==> src/sv/gglb_pkg.sv <==
// shared types, constants and microcode program of the grid distance bound core
package gglb_pkg;

	localparam int MAX_SIDE_DEF = 64;
	localparam int MAX_HOPS_DEF = 128;

	localparam int SIDE_CFG_W = 7;
	localparam int DEG_CFG_W  = 6;
	localparam int LEN_CFG_W  = 7;
	localparam int CFG_DATA_W = 7;
	localparam int CFG_IDX_W  = 2;

	localparam int DIAM_W  = 8;
	localparam int SUM_W   = 32;
	localparam int PAIRS_W = 24;

	localparam logic [CFG_IDX_W-1:0] REG_GRID_WIDTH      = 2'd0;
	localparam logic [CFG_IDX_W-1:0] REG_GRID_HEIGHT     = 2'd1;
	localparam logic [CFG_IDX_W-1:0] REG_NODE_DEGREE     = 2'd2;
	localparam logic [CFG_IDX_W-1:0] REG_MAX_EDGE_LENGTH = 2'd3;

	localparam logic [SIDE_CFG_W-1:0] GRID_WIDTH_RST      = 7'd2;
	localparam logic [SIDE_CFG_W-1:0] GRID_HEIGHT_RST     = 7'd2;
	localparam logic [DEG_CFG_W-1:0]  NODE_DEGREE_RST     = 6'd4;
	localparam logic [LEN_CFG_W-1:0]  MAX_EDGE_LENGTH_RST = 7'd1;

	typedef enum logic [3:0] {
		OP_NONE,
		OP_SETUP,
		OP_NODES,
		OP_PAIRS,
		OP_HOPTAB,
		OP_MMUL,
		OP_MADD,
		OP_PAIR,
		OP_SCAN,
		OP_PART,
		OP_ACC,
		OP_LOAD
	} op_t;

	typedef enum logic [2:0] {
		C_NEVER,
		C_ALWAYS,
		C_NO_GO,
		C_D_MORE,
		C_K_MORE,
		C_PAIR_MORE,
		C_POINT_MORE,
		C_OUT_BUSY
	} cond_t;

	localparam int STEPS = 17;
	localparam int PC_W  = $clog2(STEPS);

	localparam logic [PC_W-1:0] P_IDLE    = PC_W'(0);
	localparam logic [PC_W-1:0] P_SETUP   = PC_W'(1);
	localparam logic [PC_W-1:0] P_NODES   = PC_W'(2);
	localparam logic [PC_W-1:0] P_PAIRS   = PC_W'(3);
	localparam logic [PC_W-1:0] P_HOPTAB  = PC_W'(4);
	localparam logic [PC_W-1:0] P_MMUL    = PC_W'(5);
	localparam logic [PC_W-1:0] P_MADD    = PC_W'(6);
	localparam logic [PC_W-1:0] P_PAIR    = PC_W'(7);
	localparam logic [PC_W-1:0] P_PDRAIN1 = PC_W'(8);
	localparam logic [PC_W-1:0] P_PDRAIN2 = PC_W'(9);
	localparam logic [PC_W-1:0] P_SCAN    = PC_W'(10);
	localparam logic [PC_W-1:0] P_SDRAIN1 = PC_W'(11);
	localparam logic [PC_W-1:0] P_SDRAIN2 = PC_W'(12);
	localparam logic [PC_W-1:0] P_PART    = PC_W'(13);
	localparam logic [PC_W-1:0] P_ACC     = PC_W'(14);
	localparam logic [PC_W-1:0] P_FINISH  = PC_W'(15);
	localparam logic [PC_W-1:0] P_DONE    = PC_W'(16);

	typedef struct packed {
		op_t             op;
		cond_t           cond;
		logic [PC_W-1:0] target;
	} ucode_t;

	typedef struct packed {
		logic d_more;
		logic k_more;
		logic pair_more;
		logic point_more;
	} gglb_flags_t;

	typedef struct packed {
		logic [SIDE_CFG_W-1:0] grid_width;
		logic [SIDE_CFG_W-1:0] grid_height;
		logic [DEG_CFG_W-1:0]  node_degree;
		logic [LEN_CFG_W-1:0]  max_edge_length;
	} gglb_cfg_t;

	typedef struct packed {
		logic [DIAM_W-1:0]  diameter_bound;
		logic [SUM_W-1:0]   path_sum;
		logic [PAIRS_W-1:0] pair_count;
	} gglb_result_t;

	// control store: jump to target when cond holds, else fall through
	function automatic ucode_t ucode_rom(input logic [PC_W-1:0] pc);
		ucode_t w;
		w = '{op: OP_NONE, cond: C_NEVER, target: P_IDLE};
		case (pc)
			P_IDLE:    w = '{op: OP_NONE,   cond: C_NO_GO,      target: P_IDLE};
			P_SETUP:   w = '{op: OP_SETUP,  cond: C_NEVER,      target: P_IDLE};
			P_NODES:   w = '{op: OP_NODES,  cond: C_NEVER,      target: P_IDLE};
			P_PAIRS:   w = '{op: OP_PAIRS,  cond: C_NEVER,      target: P_IDLE};
			P_HOPTAB:  w = '{op: OP_HOPTAB, cond: C_D_MORE,     target: P_HOPTAB};
			P_MMUL:    w = '{op: OP_MMUL,   cond: C_NEVER,      target: P_IDLE};
			P_MADD:    w = '{op: OP_MADD,   cond: C_K_MORE,     target: P_MMUL};
			P_PAIR:    w = '{op: OP_PAIR,   cond: C_PAIR_MORE,  target: P_PAIR};
			P_PDRAIN1: w = '{op: OP_NONE,   cond: C_NEVER,      target: P_IDLE};
			P_PDRAIN2: w = '{op: OP_NONE,   cond: C_NEVER,      target: P_IDLE};
			P_SCAN:    w = '{op: OP_SCAN,   cond: C_K_MORE,     target: P_SCAN};
			P_SDRAIN1: w = '{op: OP_NONE,   cond: C_NEVER,      target: P_IDLE};
			P_SDRAIN2: w = '{op: OP_NONE,   cond: C_NEVER,      target: P_IDLE};
			P_PART:    w = '{op: OP_PART,   cond: C_NEVER,      target: P_IDLE};
			P_ACC:     w = '{op: OP_ACC,    cond: C_POINT_MORE, target: P_PAIR};
			P_FINISH:  w = '{op: OP_LOAD,   cond: C_OUT_BUSY,   target: P_FINISH};
			P_DONE:    w = '{op: OP_NONE,   cond: C_ALWAYS,     target: P_IDLE};
			default:   w = '{op: OP_NONE,   cond: C_ALWAYS,     target: P_IDLE};
		endcase
		return w;
	endfunction

endpackage

==> src/sv/gglb_seq.sv <==
// microcode sequencer: step counter, control store and jump conditions
module gglb_seq import gglb_pkg::*; (
	input  logic        clk,
	input  logic        arst_n,
	input  logic        go,
	input  logic        out_busy,
	input  gglb_flags_t flags,
	output op_t         op,
	output logic        idle
);

	logic [PC_W-1:0] pc_q;
	ucode_t          uw;
	logic            take;

	assign uw   = ucode_rom(pc_q);
	assign op   = uw.op;
	assign idle = (pc_q == P_IDLE);

	always_comb begin
		case (uw.cond)
			C_NEVER:      take = 1'b0;
			C_ALWAYS:     take = 1'b1;
			C_NO_GO:      take = !go;
			C_D_MORE:     take = flags.d_more;
			C_K_MORE:     take = flags.k_more;
			C_PAIR_MORE:  take = flags.pair_more;
			C_POINT_MORE: take = flags.point_more;
			C_OUT_BUSY:   take = out_busy;
			default:      take = 1'b1;
		endcase
	end

	always_ff @(posedge clk or negedge arst_n) begin
		if (!arst_n) begin
			pc_q <= P_IDLE;
		end else if (take) begin
			pc_q <= uw.target;
		end else begin
			pc_q <= pc_q + PC_W'(1);
		end
	end

endmodule

==> config.mk <==
export PLATFORM = sky130hd
export DESIGN_NAME = gglb_seq
export DESIGN_NICKNAME = d
export VERILOG_FILES = /design/src/sv/gglb_pkg.sv /design/src/sv/gglb_seq.sv
export SDC_FILE = /design/constraint.sdc
export NUM_CORES = 1
export LEC_CHECK = 0
export BUFFER_PORTS_ARGS = -buffer_cell sky130_fd_sc_hd__buf_2
export CAP_MARGIN = 10
export CORE_UTILIZATION = 35
export CTS_CLUSTER_DIAMETER = 120
export DETAILED_ROUTE_END_ITERATION = 10
export HOLD_SLACK_MARGIN = 0.08
export PLACE_DENSITY = 0.62
export SLEW_MARGIN = 40
export SYNTH_ARGS = -nofsm -noshare
export SYNTH_HDL_FRONTEND = slang
export SYNTH_SLANG_ARGS = --single-unit
==> constraint.sdc <==
create_clock -name clk -period 2.95 [get_ports clk]
set_input_delay 0.1475 -clock clk [delete_from_list [all_inputs] [get_ports clk]]
set_output_delay 0.1475 -clock clk [all_outputs]
set_load 0.05 [all_outputs]
### Word-level counts from Yosys, hierarchy flattened

Memories as Yosys holds them, arrays and structs flattened.
Index checks and enable logic that the tools add are counted.

| word-level totals | value |
|---|---|
| register bits after elaboration | 5 |
| bits in read-only memories | 352 |
| memories | 1 |

Memories:

| name | words | bits a word | read ports | clocked after memory_dff | write ports | line | source |
|---|---|---|---|---|---|---|---|
| (no name shown) | 32 | 11 | 1 | 0 | 0 | gglb_pkg.sv:104 | `case (pc)` |

| cells by class | value |
|---|---|
| $add $sub $neg | 1 |
| eq/ne operators | 7 |
| muxes and demuxes | 2 |
| reductions and logical operators | 3 |

Operators with widths:

| operator | count |
|---|---|
| 3-bit == test (second input constant) | 4 |
| 1-bit one-hot mux with 8 select lines | 1 |
| 3-bit by 2-bit == test with 1-bit output (second input constant) | 2 |
| 5-bit by 1-bit adder with 5-bit output (second input constant) | 1 |
| 5-bit logical NOT | 1 |
| 5-bit 2-to-1 mux | 1 |
| 3-bit by 1-bit == test with 1-bit output (second input constant) | 1 |
| 3-bit logical NOT | 1 |
| 1-bit logical NOT | 1 |

### Depth between registers and ports, before layout

Gate-level depths: netlist of the first run.
An unclocked memory read counts as a cell.

| logic depth | value |
|---|---|
| word-level depth | 4 |
| mapped depth | 8 |

### Worst setup path before layout of the first run

OpenSTA, ideal clock, no wires.

| timing | value |
|---|---|
| path type | register to output |
| start point | register pc_q[0] |
| end point | output port idle |
| arrival time | 2.307 ns |
| data required time | 2.803 ns |
| slack | 0.496 ns |
| stages on the path, launching flop included | 4 |
| path buffers | 0 |
| cells stage by stage | dfrtp_1 -> inv_1 -> ha_1 -> nor4b_1 |

| between the ends | value |
|---|---|
| word-level cells in the longest chain between the ends | 1 |

RTL lines:

| item | line | source |
|---|---|---|
| from (decl) | gglb_seq.sv:12 | `logic [PC_W-1:0] pc_q;` |
| from (signal assigned) | gglb_seq.sv:38 | `pc_q <= uw.target;` |
| from (signal assigned) | gglb_seq.sv:40 | `pc_q <= pc_q + PC_W'(1);` |
| 5-bit logical NOT | gglb_seq.sv:18 | `assign idle = (pc_q == P_IDLE);` |
| to (decl) | gglb_seq.sv:9 | `output logic idle` |

Every way passes these cells.

### Worst setup path in the final report of the first run

| timing | value |
|---|---|
| start point | register pc_q[0] |
| end point | register pc_q[1] |

| between the ends | value |
|---|---|
| word-level cells in the longest chain between the ends | 4 |
| elaborated cells between the ends (all ways) | 12 |
| classes of those cells | add/sub: 1; eq/ne: 7; mux: 2; reduce/logical: 1; memory: 1 |

RTL lines:

| item | line | source |
|---|---|---|
| memory read 32 x 11 bit | -- |  |
| 3-bit == test (tied with other cells) | gglb_seq.sv:21 | `case (uw.cond)` |
| 1-bit one-hot mux with 8 select lines | gglb_seq.sv:21 |  |
| 5-bit 2-to-1 mux (*) | gglb_seq.sv:37 | `end else if (take) begin` |

Mark *: on every way between the ends. The rest lies on a longest branch, timed or not.

==> results of run 1 <==
-- logic make-up after synthesis --
logic type	share of synthesized area
simple gates	0.217
compound gates	0.208
buf+inv	0.0587
mux	0.147
fa+ha+maj	0.113
flops	0.226
xor+xnor	0.0316
-- power by group through the flow --
stage,Clock [µW],Combinational [µW],Sequential [µW]
2_1_floorplan,0,550,125
5_1_grt,88.5,642,173
3_3_place_gp,0,589,164
6_report,80.6,593,165
4_1_cts,84.3,596,164
3_5_place_dp,0,593,165
-- layout by cell type (no fill, tap or decap) --
master         count
buf_2             12
ha_1               5
dfrtp_1            5
mux2_4             4
nor2_1             4
nand3_1            3
a21oi_1            3
nor3_1             3
clkbuf_4           3
inv_1              2
xnor2_1            2
nand2b_1           2
nand2_1            2
o22a_1             2
and2_1             2
inv_2              1
a21oi_4            1
o31ai_2            1
nand2b_2           1
mux2_2             1
nor2b_1            1
a22oi_4            1
o21a_1             1
o21ai_2            1
nand2_4            1
a311oi_1           1
o31ai_1            1
mux2i_1            1
and3_2             1
nor4b_1            1
clkbuf_1           1
dlygate4sd3_1      1
-- through the flow --
step,utilization,cells,power (µW)
floorplan,-,57,675
global placement,0.443,81,753
detailed placement,0.443,81,759
CTS,0.469,86,845
global route,0.469,86,904
finish,0.469,86,839
-- per-layer routing --
| layer | GRT usage | vias to the layer above | part of all wire |
|---|---|---|---|
| li1 | - | 231 | - |
| met5 | 0 | - | 0 |
| met3 | 0.0652 | 2 | 0.054 |
| met4 | 0.0581 | 0 | 0.012 |
| met2 | 0.216 | 14 | 0.44 |
| met1 | 0.183 | 207 | 0.49 |
-- area by class of cell --
| type | instances | area share |
|---|---|---|
| clock buffer | 4 | 0.0405 |
| inverter | 3 | 0.0174 |
| multi-input combinational | 46 | 0.612 |
| sequential | 5 | 0.193 |
| tap | 15 | 0.0290 |
| timing repair buffer | 13 | 0.108 |
-- worst paths after layout --
kind	endpoint	slack [ps]	cells after the start
hold reg to reg	pc_q[0]	760	2
hold / removal	pc_q[3]	250	2
min in group clk	pc_q[0]	400	5
setup reg to reg	pc_q[1]	570	7
max in group asynchronous	pc_q[1]	2570	2
setup / recovery	pc_q[1]	570	7
-- worst register-to-register path: stages, from the launching register on --
cell	delay, ps
dfrtp_1	450
inv_1	120
ha_1	340
o31ai_2	350
mux2_2	410
a22oi_4	190
nand2_4	100
mux2_4	300
==> impl_results.md, run 1 <==
- Status: finished clean
- Register area: 125 µm²
- Area Growth Syn to Fin: 16.9%
- Setup TNS Final: 0 ps
- Seq/Total Area, Yosys: 0.226
- DPL Wire Length: 827 µm
- P_leak: between 0.0003 and 0.0004 µW
- Area contributors post-synth: dfrtp_1, ha_1, mux2_4
- Post-synth EDFFs: 0
- Critical Path RT: around 3000 ps
- Setup Slack @ Placement: around 590 ps
- Cells after Synth: between 50 and 60
- Crit path from: pc_q[0]
- First drt pass iteration count: 3
- Critical path class: register to register
- Core area: about 1400 µm²
- FMAX: approximately 420 MHz
- 1st-iter DRT viols: 4
- Clk pin slew, worst setup/hold paths: 40 ps
- Initial antenna violation count: 0
- Largest area contributor in the netlist: dfrtp_1
- Die ar.: 1750 µm²
- Fin nets: 85
- Detailed Route WL: roughly 1.1 mm
- Post-Syn Area: 554 µm²
- Critical Path End Type: register
- Share of the synthesized area in the top cell type: 0.226
- Avg Synthesized Cell Area: 9.72 µm²
- Worst path cell trace: inv_1 > ha_1 > o31ai_2 > mux2_2 > a22oi_4 > nand2_4 > mux2_4
- Biggest regs: pc_q (5)
- RR Startpoint: pc_q[0]
- P_int: approximately 410 µW
- Via total after detailed routing: 454
- Largest register FFs: 5
- Via density: around 5.3
- CP bufs+invs: 1
- Dpl cell area: 612 µm²
- VDD IR-drop max: between 0.0005 and 0.0006 V
- Startpoint types: register
- Ant. Diodes: 0
- CTS sink cnt: 5
- Yosys cell types: 30
- Clock latency on the worst-skew pair: 250 ps
- Clock buffer depth: 2
- Max-capacitance violation count: 0
- Routed WL per cell: 12.5 µm
- Drt drc: 0
- Layout Skew: 2.69 ps
- Vias in the first global route: ~440
- Max-slew violations: 0
- PD cells: approximately 1300 nW/µm²
- Seq cells post-synth: 5
- Least-Margin Pin Slew: around 500 ps
- Fraction of layout cells with a size suffix above 1: 0.394
- Die Y: about 42 µm
- Post-cts resize count: 0
- Hold_buf cts: 1
- Final setup violation count: 0
- H-tree depth: 1
- Crit path DAT: 2500 ps
- Core Rows: 13
- Grt ovf: 0
- Port Buffers: 12
- Fill cell count: between 100 and 150
- RSZ-0062 raised after global routing: false
- Biggest register: pc_q
- Design area: 648 µm²
- Ys flop type: dfrtp_1
- Ys Warns: 0
- ANT nets after route: 0
- Largest net degree at the start of global routing: 14
- I/O pins: 13
- CTS tree: done
- P_sw: 430 µW
- Share of flip-flops with an asynchronous set or reset: 1.00
- Comb power frac: 0.707
- Post-route worst setup slack: about 570 ps
- CTS Buf Count: 3
- Multi-input gate area: 397 µm²
- List of most frequent post-synthesis cells: dfrtp_1, ha_1, mux2_4, nor2_1
- First-pass GRT wire length: 1.93 mm
- Slowest stage cell, crit path: dfrtp_1
- Starting Density: 0.401
- Root buffer cell: clkbuf_4
- Max incr delay on CP: 450 ps
- Fin crit share: 0.806
- Die X: 41.8 µm
- Worst slew margin: 0.671
- Syn nets: 70
- Sw Share: 0.513
- Sequential power share: 0.196
- HP Class: input pin to asynchronous set/reset pin
- Min Hold Slack: 247 ps
- Post-layout min period: 2380 ps
- Crit-path max FO: 6
- Gpl congestion: around 0.77
- Clock share of power: 0.096
- Crit-path leading delay family: multiplexers
- # Post-CTS Setup Buffers: 0
- Final hold viol count: 0
- Tot GR Track Use: 0.146
Power figures use the tool's default switching activity.
==> run 2: changes to the inputs <==
- clock period: 2.95 -> 2.3 ns (I/O delays scaled with it)
==> run 2 against run 1 <==
Against the previous run: sequential power increased by 8%; power increased by 40%; non-clock buffer count increased by 6; critical endpoint unchanged; largest power group unchanged; cell count increased by 7.0%.
==> impl_results.md, run 2 (synthesis gave the netlist of run 1 again) <==
- Most common cell on crit path: mux2_4
- Via total after detailed routing: 471 (+3.7%)
- FMAX: 450 MHz (+7.1%)
- RR Startpoint: pc_q[0]
- Final hold viol count: 0 (unchanged)
- Initial antenna violation count: 0 (unchanged)
- Crit-path max FO: 4 (-2)
- Port Buffers: 12 (unchanged)
- Most common cell after layout, fill and taps aside: buf_2
- Via density: 5.12 (-3.0%)
- Fin nets: 91 (+7.1%)
- P_int: 594 µW (+46%)
- Vias in the first global route: 471 (+8.0%)
- RSZ-0062 raised after global routing: false
- Max incr delay on CP: 400 ps (-50 ps)
- PD cells: 1660 nW/µm² (+28%)
- CP bufs+invs: 0 (-1)
- Max-capacitance violation count: 0 (unchanged)
- FF-to-FF End: pc_q[1]
- Final setup violation count: 0 (unchanged)
- Die X: 41.8 µm (unchanged)
- Layout Cells excl Fill: 92 (+7.0%)
- I/O pins: 13 (unchanged)
- Crit-path leading delay family: multiplexers
- Die ar.: 1750 µm² (unchanged)
- CTS tree: done
- Post-layout min period: 2220 ps (-158 ps)
- Startpoint types: register
- First-pass GRT wire length: 1.93 mm (-0.36%)
- Starting Density: 0.401 (unchanged)
- Largest register FFs: 5 (unchanged)
- Min Hold Slack: 241 ps (-6.55 ps)
- Routed WL per cell: 12.6 µm (+0.88%)
- HP Class: input pin to asynchronous set/reset pin
- H-tree depth: 1 (unchanged)
- Layout Skew: 2.74 ps (+0.0484 ps)
- Fraction of layout cells with a size suffix above 1: 0.468 (+0.0732)
- Ant. Diodes: 0 (unchanged)
- Total placed cells including tap cells: 86 (+6.2%)
- Detailed Route WL: 1.16 mm (+7.9%)
- Grt ovf: 0 (unchanged)
- VDD IR-drop max: 0.000640 V (+13%)
- Critical path class: register to register
- P_leak: 0.000338 µW (+8.4%)
- Max-slew violations: 0 (unchanged)
- Sw Share: 0.495 (-0.0180)
- Critical Path End Type: register
- Biggest regs: pc_q (5)
- Reg2Reg Depth: 8 (+1)
- Worst slew margin: 0.703 (+0.0326)
- Core Rows: 13 (unchanged)
- P_sw: 583 µW (+35%)
- 1st-iter DRT viols: 3 (-1)
- Comb power frac: 0.763 (+0.056)
- Sequential power share: 0.152 (-0.044)
- Fin crit share: 0.965 (+0.159)
- Crit path DAT: 2340 ps (-160 ps)
- Critical Path RT: 2420 ps (-660 ps)
- CTS sink cnt: 5 (unchanged)
- CTS Buf Count: 3 (unchanged)
- Drt drc: 0 (unchanged)
- Gpl congestion: 0.782 (+1.4%)
- Core area: 1380 µm² (unchanged)
- Largest net degree at the start of global routing: 13 (-1)
- Biggest register: pc_q
- Least-Margin Pin Slew: 445 ps (-48.8 ps)
- Die Y: 41.8 µm (unchanged)
- Setup TNS Final: 0 ps (unchanged)
- R2r setup slk: 80 ps (-490 ps)
- Leading cell types in the layout, fill and taps excluded: buf_2, buf_4, dfrtp_1
- Worst path cell trace: ha_1 > ha_2 > a21oi_4 > o31ai_4 > mux2_4 > a22oi_4 > nand2_4 > mux2_4
- Clk pin slew, worst setup/hold paths: 40 ps (about the same)
- ANT nets after route: 0 (unchanged)
- Slowest stage cell, crit path: dfrtp_1
- Clock latency on the worst-skew pair: 240 ps (about the same)
- Tot GR Track Use: 0.146 (+0.000393)
- First drt pass iteration count: 2 (-1)
- Area Growth Syn to Fin: 28.2%
- Root buffer cell: clkbuf_4
- Status: finished clean
- Clock buffer depth: 2 (unchanged)
- Clock share of power: 0.085 (-0.011)
==> run 2: cell count changes in the layout (fill, tap and decap cells not counted) <==
cell | previous run | this run
buf_4 | 0 | 6
ha_1 | 5 | 4
ha_2 | 0 | 1
nor4b_1 | 1 | 0
nor4b_2 | 0 | 1
o31ai_2 | 1 | 0
o31ai_4 | 0 | 1
==> run 2: repair_timing <==
action / in CTS / in global routing
buffers inserted: 0 / 1
hold buffers: 1 / 0
endpoints found under the hold margin: 5 / 0
endpoints found under the setup margin: 0 / 3
resized for setup: 0 / 2
==> run 2: layout make-up <==
class                   count  area [µm²]
flip-flops and latches      5         125
multi-input cells          46         414
repair buffers             19         115
clock buffers               4        26.3
inverters                   3        11.3
fillers                   133         672
well taps                  15        18.8
==> run 2: how the worst max path moves through the flow <==
| stage | end | from | cells past startpoint |
|---|---|---|---|
| global placement | pc_q[1] | pc_q[1] | 7 |
| finish | pc_q[1] | pc_q[0] | 8 |
| global route | pc_q[1] | pc_q[0] | 8 |
| CTS | pc_q[1] | pc_q[0] | 7 |
| floorplan | pc_q[1] | pc_q[0] | 7 |
| detailed placement | pc_q[1] | pc_q[0] | 7 |
==> run 2: worst reg2reg max path: stages (launching register included) <==
cell,delay (ps)
dfrtp_1,400
ha_1,250
ha_2,210
a21oi_4,160
o31ai_4,110
mux2_4,320
a22oi_4,240
nand2_4,90
mux2_4,310
==> run 2: layer usage <==
metal  global-route usage  part of all wire  vias to the layer above
li1                     -                 -                      245
met1                0.172              0.49                      215
met2                0.250              0.49                       11
met3               0.0652             0.025                        0
met4               0.0194                 0                        0
met5                    0                 0                        -
==> run 2: metrics by stage <==
step	cell area, µm²	setup slack (ps)	total power (µW)	util
2_1_floorplan	561	120	873	-
3_3_place_gp	656	93.3	1040	0.474
3_5_place_dp	656	52.3	1050	0.474
4_1_cts	692	39.9	1160	0.500
5_1_grt	711	5.87	1270	0.514
6_report	711	79.7	1180	0.514
==> run 2: power groups by stage <==
stage	Sequential (µW)	Clock [µW]	Combinational (µW)
2_1_floorplan	161	0	713
3_3_place_gp	178	0	861
3_5_place_dp	178	0	869
4_1_cts	178	105	873
5_1_grt	188	117	963
6_report	179	99.8	898
